`config.mk`:
```
export PLATFORM = sky130hd
export DESIGN_NAME = mbm_div_cell
export DESIGN_NICKNAME = d
export VERILOG_FILES = /design/src/mbm_div_cell.sv
export SDC_FILE = /design/constraint.sdc
export NUM_CORES = 1
export LEC_CHECK = 0
export ABC_AREA = 1
export BUFFER_PORTS_ARGS = -buffer_cell sky130_fd_sc_hd__buf_2
export CAP_MARGIN = 15
export CORE_UTILIZATION = 43
export CTS_CLUSTER_DIAMETER = 120
export DETAILED_ROUTE_END_ITERATION = 10
export PLACE_DENSITY = 0.84
export REMOVE_ABC_BUFFERS = 1
export SYNTH_ARGS = -nofsm -noshare
export SYNTH_HDL_FRONTEND = slang
export SYNTH_SLANG_ARGS = --single-unit
```
`constraint.sdc`:
```
create_clock -name clk -period 3.7 [get_ports clk]
set_clock_uncertainty 0.2 [all_clocks]
set_input_delay 0.74 -clock clk [delete_from_list [all_inputs] [get_ports clk]]
set_output_delay 0.74 -clock clk [all_outputs]
set_load 0.005 [all_outputs]
```
`src/mbm_div_cell.sv`:
```
// One restoring-division cell: produces one quotient bit per item passing through.
module mbm_div_cell #(
  parameter int NUM_BITS = 22,
  parameter int DEN_BITS = 7
) (
  input  logic                clk,
  input  logic                rst_n,
  input  logic                v_i,
  input  logic [DEN_BITS-1:0] rem_i,
  input  logic [NUM_BITS-1:0] num_i,
  input  logic [NUM_BITS-1:0] quo_i,
  input  logic [DEN_BITS-1:0] den_i,
  output logic                v_o,
  output logic [DEN_BITS-1:0] rem_o,
  output logic [NUM_BITS-1:0] num_o,
  output logic [NUM_BITS-1:0] quo_o,
  output logic [DEN_BITS-1:0] den_o
);
  logic [DEN_BITS:0] trial;
  logic [DEN_BITS:0] diff;
  logic              ge;

  // Bring down the next numerator bit and try a subtraction.
  always_comb begin
    trial = {rem_i, num_i[NUM_BITS-1]};
    diff  = trial - {1'b0, den_i};
    ge    = (trial >= {1'b0, den_i});
  end

  // Control: the valid flag moves one cell per cycle.
  always_ff @(posedge clk) begin
    if (!rst_n) begin
      v_o <= 1'b0;
    end else begin
      v_o <= v_i;
    end
  end

  // Payload handed to the neighbor cell.
  always_ff @(posedge clk) begin
    rem_o <= ge ? diff[DEN_BITS-1:0] : trial[DEN_BITS-1:0];
    num_o <= {num_i[NUM_BITS-2:0], 1'b0};
    quo_o <= {quo_i[NUM_BITS-2:0], ge};
    den_o <= den_i;
  end
endmodule

```
==> metrics.md, run 1 <==
| Metric | Value |
|---|---|
| Status | `complete, no violations` |
| Worst Hold Depth | `1` |
| Mapped cell area | `1690 um2` |
| CTS buffer count | `9` |
| Setup Crit Path Kind | `input port to register` |
| Number of H-tree levels | `3` |
| GPL Wtd Cong | `0.773` |
| Core area | `3720 um2` |
| Setup TNS | `0 ns` |
| Max rail drop VDD | `0.000224 V` |
| Max-Cap Viols | `0` |
| Synth top area share | `0.687` |
| Total Die Area | `about 4200 um2` |
| DR DRC count | `0` |
| # hold bufs at CTS | `0` |
| Setup Fix Bufs, Post-CTS | `0` |
| Async SR Flop Fraction | `0` |
| Area growth, synth to finish | `49.3%` |
| Data arrival, critical path | `approximately 2.2 ns` |
| Drt pass-1 iters | `4` |
| Share of cells above drive strength 1 | `0.472` |
| FF+latch area | `1160 um2` |
| CTS tree | `built` |
| Reg clk slew, reported paths | `0.07 ns` |
| Post-synth top cells | `58 x dfxtp_1, 37 x nand2_1, 24 x inv_1` |
| HPWL Detailed | `around 3300 um` |
| Antenna diode count | `0` |
| Fin area | `2520 um2` |
| Synth Area in Compound Gates | `0.0215` |
| Power Total | `1.40 mW` |
| Post-synthesis mux area share | `0` |
| Final slew viol count | `0` |
| # IOs | `120` |
| Multi-input logic area | `430 um2` |
| Synth Area per Inst | `approximately 11 um2` |
| Clock Root Buffer | `clkbuf_8` |
| Fmax | `453 MHz` |
| Ranking of synthesized cells by area | `dfxtp_1 69%, nand2_1 8.2%, inv_1 5.3%` |
| Filler instances | `286` |
| Min Tclk post-route | `2.21 ns` |
| Pin count of the biggest net entering global routing | `11` |
| Wirelength per Cell | `12.5 um` |
| Cell Area, Placed | `2330 um2` |
| Drt total wl | `4230 um` |
| Initial Util | `0.455` |
| Number of flops mapped to enable cells by yosys | `0` |
| Unrepaired setup endpoints after global routing | `no` |
| Rows | `22` |
| Largest family of logic cells by synthesized area | `simple AND/OR/NAND/NOR gates` |
| CP max FO | `5` |
| Top-count cell post-synth | `dfxtp_1` |
| Worst Setup Start Kind | `input port` |
| Vias in the first global route | `approximately 1400` |
| Cts repair resizes | `0` |
| Via count | `1468` |
| Final Hold Viols | `0` |
| First-pass GRT wire length | `between 6000 and 7000 um` |
| Die Span X | `64.7 um` |
| Top_reg_cell synth | `dfxtp_1` |
| Synth Area in Adders | `0.0637` |
| Sequential area share after synthesis | `0.687` |
| #FFs+latches synth | `58` |
| DR vias/cell | `4.34` |
| Synthesized instance count | `158` |
| Post-layout nets | `354` |
| Static Leak | `about 1.4 nW` |
| Synth Area in XOR/XNOR | `0.0104` |
| Total GRT Usage | `0.209` |
| Simple-gate area share of the yosys netlist | `0.157` |
| Synth cell types | `19` |
| Tightest Hold Check Type | `input port to register` |
| Die H | `64.7 um` |
| CP endpoint kind | `register` |
| Initial antenna violation count | `0` |
| Max Buffers Root-to-Sink | `2` |
| Pwr per Cell Area | `around 550 nW/um2` |
| PortBufs | `117` |
| Routed Antenna Nets | `0` |
| Top cell type by total area after synthesis | `dfxtp_1` |
| Synth warn | `0` |
| Setup-failing EPs final | `0` |
| Clock sinks | `58` |
| Drt initial violations | `69` |
| CP required | `3.71 ns` |
| Total grt overflow | `0` |
| Fin crit share | `0.597` |
## layer usage
| layer | vias up | GRT usage | part of all wire |
|---|---|---|---|
| met2 | 62 | 0.383 | 0.54 |
| met3 | 4 | 0.0968 | 0.086 |
| li1 | 735 | - | - |
| met4 | 0 | 0.0750 | 0.0059 |
| met5 | - | 0 | 0 |
| met1 | 667 | 0.202 | 0.37 |
## registers in the layout (all words and copies together), names as in the netlist
signal  cells
den_o       7
num_o      21
quo_o      22
v_o         1
rem_o       7
## critical path, stage by stage
cell and delay, ns:
buf_2 0.07, inv_1 0.04, ha_1 0.22, fa_1 0.40, inv_1 0.10, nand2_1 0.06
nand2_1 0.08, nand2_1 0.08, o21ai_0 0.08, nand2_1 0.17, nand3_1 0.13, nand2_1 0.05
## placed cells by master (no fill, tap or decap)
master,netlist,final
clkinv_4,0,1
fa_1,1,1
dfxtp_1,58,58
nor2_2,1,1
ha_1,7,7
xnor2_1,2,2
nand2_1,37,37
nand3_4,1,1
nand4_1,2,2
nand2_2,1,1
o21ai_0,1,1
a21oi_1,1,1
clkbuf_8,0,10
clkbuf_1,0,1
a21oi_4,1,1
inv_1,24,24
bufinv_16,0,1
conb_1,1,1
nor2_1,4,4
o21ai_1,2,2
clkinv_2,0,3
buf_2,0,117
nand3_1,12,12
or2_4,1,1
## where the power goes
part	total [mW]	switching (mW)	leakage, nW	internal (mW)
clock network	0.557	0.230	0.103	0.327
registers	0.679	0.00995	0.489	0.669
logic	0.164	0.0831	0.807	0.0809
total	1.40	0.323	1.40	1.08
## metrics by stage
step                       util  instances  hold slack (ns)  setup slack, ns
after floorplan               -        157            0.568             1.46
after global placement    0.626        322            0.642             1.23
after detailed placement  0.626        322            0.644             1.17
after CTS                 0.679        338            0.303             1.51
after global routing      0.679        338            0.292             1.36
final                     0.679        338            0.319             1.49
## worst paths after layout
path | to | start | slack [ns]
setup / recovery | rem_o[5] | num_i[21] | 1.49
hold / removal | quo_o[11] | quo_i[10] | 0.32
## area by class of cell
type                            count  share of cell area
Clock buffer                       11              0.0561
Clock inverter                      5              0.0213
Inverter                           24              0.0357
Multi-Input combinational cell     75               0.171
Sequential cell                    58               0.460
Tap cell                           48              0.0238
Timing Repair Buffer              117               0.232
## cell families after synthesis
family | after synthesis
flops | 58
fa+ha+maj | 8
xor+xnor | 2
compound gates | 5
other cells | 1
simple gates | 59
buf+inv | 25
Note: power is estimated with default switching activity, not from simulation.
==> inputs of run 2 (changes only) <==
ABC_AREA = 0   (was 1)
CORE_UTILIZATION = 39   (was 43)
PLACE_DENSITY = 0.78   (was 0.84)
clock period = 2.06 ns   (was 3.7 ns; I/O delays follow)
==> run 2 against run 1 <==
Net effect:
- cell count increased by 7.7%
- die area grew 5.7%
- final area rose by 21%
- utilization up 8.3 points
- largest power group unchanged
==> metrics.md, run 2 <==
| Metric | Value |
|---|---|
| Max-Cap Viols | `0 (unchanged)` |
| WHS | `0.0398 ns (-0.279 ns)` |
| Largest regs | `quo_o x22, num_o x21` |
| Total Die Area | `4420 um2 (+5.7%)` |
| Tightest Hold Check Type | `input port to register` |
| Drt initial violations | `61 (-12%)` |
| Status | `complete, no violations` |
| DR vias/cell | `4.38 (+0.83%)` |
| Clock network power share | `0.375 (-0.023)` |
| Ranking of synthesized cells by area | `dfxtp_1 72%, ha_1 5.4%, mux2_1 2.8%` |
| Synth Area per Inst | `13.6 um2 (+28%)` |
| Clock Root Buffer | `clkbuf_8` |
| Top cell type by total area after synthesis | `dfxtp_1` |
| Switching part of the total power | `0.239 (+0.00808)` |
| Synthesized instance count | `119 (-25%)` |
| Comb power frac | `0.155 (+0.038)` |
| Total grt overflow | `0 (unchanged)` |
| Post-layout nets | `378 (+6.8%)` |
| Area growth, synth to finish | `87.9%` |
| CP max FO | `7 (+2)` |
| Fmax | `508 MHz` |
| Synth warn | `0 (unchanged)` |
| Antenna diode count | `0 (unchanged)` |
| Critical path's largest stage delay | `0.33 ns (-0.07 ns)` |
| CP max-delay cell | `fa_2` |
| Async SR Flop Fraction | `0 (unchanged)` |
| Pin count of the biggest net entering global routing | `11 (unchanged)` |
| Via count | `1594 (+8.6%)` |
| Most common cell after layout, fill and taps aside | `buf_2` |
| HPWL Detailed | `2820 um (-15%)` |
| Power Total | `2.60 mW (+86%)` |
| Mapped cell area | `1620 um2 (-3.9%)` |
| CP endpoint kind | `register` |
| Number of H-tree levels | `3 (unchanged)` |
| Core area | `4000 um2 (+7.6%)` |
| CP required | `2.07 ns (-1.64 ns)` |
| First-pass GRT wire length | `7210 um (+14%)` |
| Top_reg_cell synth | `dfxtp_1` |
| Fin crit share | `0.956` |
| Flop pwr share | `0.470 (-0.015)` |
| Vias in the first global route | `1578 (+15%)` |
| Drt total wl | `5040 um (+19%)` |
| Synth top area share | `0.715 (+0.0281)` |
| Filler instances | `254 (-11%)` |
| Initial Util | `0.406 (-0.0489)` |
| Worst Hold Launch | `den_i[1]` |
| Clock sinks | `58 (unchanged)` |
| Min Tclk post-route | `1.97 ns` |
| Die Span X | `66.5 um (+2.8%)` |
| Worst Hold Depth | `1 (unchanged)` |
| Worst Setup Start Kind | `input port` |
| CP cell instances | `buf_2, inv_1, ha_2, fa_2, nand2b_1, a21oi_2, o221ai_2, nand2_4, mux2_1` |
| Wirelength per Cell | `13.8 um (+11%)` |
| Internal power | `1.98 mW (+84%)` |
| Reg clk slew, reported paths | `0.06 ns (about the same)` |
| Number of flops mapped to enable cells by yosys | `0 (unchanged)` |
| Total GRT Usage | `0.234 (+0.0258)` |
| Synth cell types | `32 (+13)` |
| Unrepaired setup endpoints after global routing | `no` |
| Data arrival, critical path | `1.98 ns (-0.24 ns)` |
| # IOs | `120 (unchanged)` |
| Final Hold Viols | `0 (unchanged)` |
| Max reg flops | `22 (unchanged)` |
| Pwr per Cell Area | `853 nW/um2 (+54%)` |
| Multi-input logic area | `413 um2 (-4.1%)` |
| Hold path endpoint | `den_o[1]` |
| Initial antenna violation count | `0 (unchanged)` |
| Commonest cells after routing, fill and taps aside | `117 x buf_2, 58 x dfxtp_1, 47 x dlygate4sd3_1` |
| Share of cells above drive strength 1 | `0.503 (+0.0308)` |
| Routed Antenna Nets | `0 (unchanged)` |
| Fin area | `3050 um2 (+21%)` |
| Rows | `23 (+4.5%)` |
| DR DRC count | `0 (unchanged)` |
| Cell Area, Placed | `2380 um2 (+2.1%)` |
| Final slew viol count | `0 (unchanged)` |
| Setup-failing EPs final | `0 (unchanged)` |
| Max Buffers Root-to-Sink | `2 (unchanged)` |
| Most flop-heavy register | `quo_o` |
| #FFs+latches synth | `58 (unchanged)` |
| CTS buffer count | `9 (unchanged)` |
| Max rail drop VDD | `0.000515 V (+130%)` |
| Post-synth top cells | `58 x dfxtp_1, 9 x inv_1, 8 x nor2_1` |
| Top-count cell post-synth | `dfxtp_1` |
| Die H | `66.5 um (+2.8%)` |
| Setup TNS | `0 ns (unchanged)` |
| Sequential area share after synthesis | `0.715 (+0.0281)` |
| Setup Crit Path Kind | `input port to register` |
| Drt pass-1 iters | `4 (unchanged)` |
| CTS tree | `built` |
| PortBufs | `117 (unchanged)` |
| Static Leak | `1.55 nW (+11%)` |
| FF+latch area | `1160 um2 (unchanged)` |
| GPL Wtd Cong | `0.848 (+9.6%)` |
| NetSw | `0.621 mW (+92%)` |
-- run 2: final cells by class --
cell class | count | share of cell area
clock buffer | 12 | 0.0542
clock inverter | 4 | 0.00821
inverter | 10 | 0.0127
multi-input combinational | 49 | 0.135
sequential | 58 | 0.381
tap | 50 | 0.0205
timing repair buffer | 181 | 0.388
-- run 2: how the worst max path moves through the flow --
stage / from / slack, ns / cells after the start / endpoint
6_report: num_i[21] / 0.09 / 9 / rem_o[3]
5_1_grt: num_i[21] / 0.01 / 9 / rem_o[4]
4_1_cts: num_i[21] / 0.005 / 9 / rem_o[6]
3_5_place_dp: num_i[21] / -0.37 / 9 / rem_o[6]
3_3_place_gp: num_i[21] / -0.35 / 9 / rem_o[4]
2_1_floorplan: num_i[21] / -0.25 / 8 / rem_o[2]
-- run 2: worst max-delay path, delay by kind of cell --
kind                     cells  cell delay (ns)
adder cells (fa/ha/maj)      2             0.52
multiplexers                 1             0.33
AND/OR/NAND/NOR              2             0.30
buffers and inverters        2             0.12
AO/OA/AOI/OAI                2             0.30
-- run 2: stage by stage --
step,utilization,cells,worst slack [ns]
final,0.762,364,0.0897
after global routing,0.762,364,0.0146
after floorplan,-,117,-0.251
after CTS,0.761,364,0.00506
after global placement,0.594,300,-0.354
after detailed placement,0.594,300,-0.366
-- run 2: cell families (layout without fill, tap and decap cells) --
family,after synthesis,in the layout,synth area share
compound gates,11,11,0.0571
simple gates,20,20,0.0655
flops,58,58,0.715
mux,7,7,0.0493
xor+xnor,2,2,0.0108
fa+ha+maj,8,8,0.0663
buf+inv,12,207,0.0331
other cells,1,1,0.00231
-- run 2: timing repair --
item	in CTS	in global routing
hold endpoints to repair	47	0
endpoints found under the setup margin	4	6
cloned	0	0
pin swaps	1	2
gates resized for setup	0	2
hold buffers	47	0
buffers inserted	1	0
-- run 2: layer usage --
metal	GRT usage	vias up	share of wire
li1	-	771	-
met3	0.0976	6	0.081
met4	0.0957	0	0.011
met2	0.445	77	0.54
met5	0	-	0
met1	0.217	740	0.37
-- run 2: power by group through the flow --
stage / sequential [mW] / clock (mW) / combinational (mW)
finish: 1.22 / 0.974 / 0.404
global route: 1.23 / 1.04 / 0.442
CTS: 1.22 / 0.984 / 0.396
detailed placement: 1.25 / 0 / 0.321
global placement: 1.24 / 0 / 0.313
floorplan: 1.26 / 0 / 0.116
==> inputs of run 3 (changes only) <==
RECOVER_POWER = 100   (was unset)
==> run 3 against run 2 <==
Net effect:
- sequential power barely moved
- clock-buffer cell count did not move
- highest routed layer unchanged
- non-clock buffer count did not move
==> metrics.md, run 3 (synthesis gave the netlist of run 2 again) <==
| Metric | Value |
|---|---|
| M2 GR Usage | `0.445 (unchanged)` |
| Dpl ws | `-0.366 ns (unchanged)` |
| Power Total | `2.59 mW (-0.27%)` |
| Initial antenna violation count | `0 (unchanged)` |
| GPL Wtd Cong | `0.848 (unchanged)` |
| PortBufs | `117 (unchanged)` |
| Wirelength per Cell | `14.0 um (+1.4%)` |
| Setup WS post-layout | `0.0890 ns (-0.000735 ns)` |
| CP max FO | `7 (unchanged)` |
| CTS buffer count | `9 (unchanged)` |
| Rows | `23 (unchanged)` |
| Core area | `4000 um2 (unchanged)` |
| First-pass GRT wire length | `7210 um (unchanged)` |
| Multi-input logic area | `413 um2 (unchanged)` |
| Status | `complete, no violations` |
| WHS | `0.0707 ns (+0.0309 ns)` |
| Worst Setup Start Kind | `input port` |
| Total GRT Usage | `0.234 (unchanged)` |
| Via count | `1577 (-1.1%)` |
| Pin count of the biggest net entering global routing | `11 (unchanged)` |
| Max-Cap Viols | `0 (unchanged)` |
| Die Span X | `66.5 um (unchanged)` |
| Fin crit share | `0.957 (about the same)` |
| Drt total wl | `5110 um (+1.4%)` |
| Final slew viol count | `0 (unchanged)` |
| # IOs | `120 (unchanged)` |
| Most common cell after layout, fill and taps aside | `buf_2` |
| Met1 GRT Util | `0.217 (unchanged)` |
| Setup-failing EPs final | `0 (unchanged)` |
| FF+latch area | `1160 um2 (unchanged)` |
| Commonest cells after routing, fill and taps aside | `73 x buf_2, 58 x dfxtp_1, 47 x dlygate4sd3_1` |
| Number of H-tree levels | `3 (unchanged)` |
| Unrepaired setup endpoints after global routing | `no` |
| Drt initial violations | `68 (+11%)` |
| Static Leak | `1.43 nW (-7.9%)` |
| Total grt overflow | `0 (unchanged)` |
| Vias in the first global route | `1578 (unchanged)` |
| GR peak layer | `met2` |
| Fin area | `2990 um2 (-1.8%)` |
| Clock Root Buffer | `clkbuf_8` |
| Pwr per Cell Area | `866 nW/um2 (+1.6%)` |
| Setup Crit Path Kind | `input port to register` |
| Antenna diode count | `0 (unchanged)` |
| Cell Area, Placed | `2380 um2 (unchanged)` |
| Clock sinks | `58 (unchanged)` |
| Total Die Area | `4420 um2 (unchanged)` |
| Area growth, synth to finish | `84.5%` |
| Max reg flops | `22 (unchanged)` |
| Max Buffers Root-to-Sink | `2 (unchanged)` |
| Drt pass-1 iters | `4 (unchanged)` |
| DR DRC count | `0 (unchanged)` |
| HPWL Detailed | `2820 um (unchanged)` |
| Post-layout nets | `378 (unchanged)` |
| Routed Antenna Nets | `0 (unchanged)` |
| Met3 Resource Use GR | `0.0976 (unchanged)` |
| Fmax | `507 MHz (about the same)` |
| Data arrival, critical path | `1.98 ns (about the same)` |
| Initial Util | `0.406 (unchanged)` |
| CP endpoint kind | `register` |
| Die H | `66.5 um (unchanged)` |
| Reg clk slew, reported paths | `0.06 ns (about the same)` |
| CP required | `2.07 ns (about the same)` |
| Min Tclk post-route | `1.97 ns (+0.000735 ns)` |
| Final Hold Viols | `0 (unchanged)` |
| CTS tree | `built` |
| Max rail drop VDD | `0.000515 V (about the same)` |
| Filler instances | `288 (+13%)` |
| Final Util | `0.749 (-0.0138)` |
| Share of cells above drive strength 1 | `0.363 (-0.140)` |
| Tightest Hold Check Type | `input port to register` |
| Largest regs | `quo_o x22, num_o x21` |
| Most flop-heavy register | `quo_o` |
| DR vias/cell | `4.33 (-1.1%)` |
## run 3: cell count changes in the layout (fill, tap and decap cells not counted)
| cell | delta |
|---|---|
| and2_1 | -1 |
| clkbuf_1 | +44 |
| buf_2 | -44 |
| and2_0 | +1 |
## run 3: area by class of cell
| type | count | area share |
|---|---|---|
| clock buffers | 12 | 0.0552 |
| clock inverters | 4 | 0.00836 |
| inverters | 10 | 0.0130 |
| multi-input cells | 49 | 0.138 |
| flip-flops and latches | 58 | 0.388 |
| well taps | 50 | 0.0209 |
| repair buffers | 181 | 0.377 |
## run 3: worst paths after layout
path	startpoint	end	slack, ns	cells past startpoint
hold / removal	den_i[1]	den_o[1]	0.07	1
setup / recovery	num_i[21]	rem_o[3]	0.09	9
## run 3: through the flow
| step | instances | setup TNS [ns] |
|---|---|---|
| global route | 364 | 0 |
| floorplan | 117 | -1.34 |
| detailed placement | 300 | -2.35 |
| finish | 364 | 0 |
| global placement | 300 | -2.29 |
| CTS | 364 | 0 |
## run 3: worst max-delay path: stages
cell      delay (ns)
buf_2           0.08
inv_1           0.04
ha_2            0.19
fa_2            0.33
nand2b_1        0.16
a21oi_2         0.16
o221ai_2        0.14
nand2_4         0.14
mux2_1          0.33
## run 3: layer usage
layer  up-vias  part of all wire
li1        772                 -
met1       720              0.39
met2        79              0.53
met3         6             0.072
met4         0             0.011
met5         -                 0
## run 3: timing repair
item	in CTS	in global routing
pin swaps	1	2
buffers inserted	1	0
hold endpoints to repair	47	0
resized for setup	0	2
endpoints found under the setup margin	4	6
hold buffers	47	0
## run 3: where the power goes
group,switching [mW],total [mW],internal [mW]
clock network,0.448,0.979,0.531
logic,0.157,0.390,0.233
registers,0.0223,1.22,1.20
total,0.628,2.59,1.97
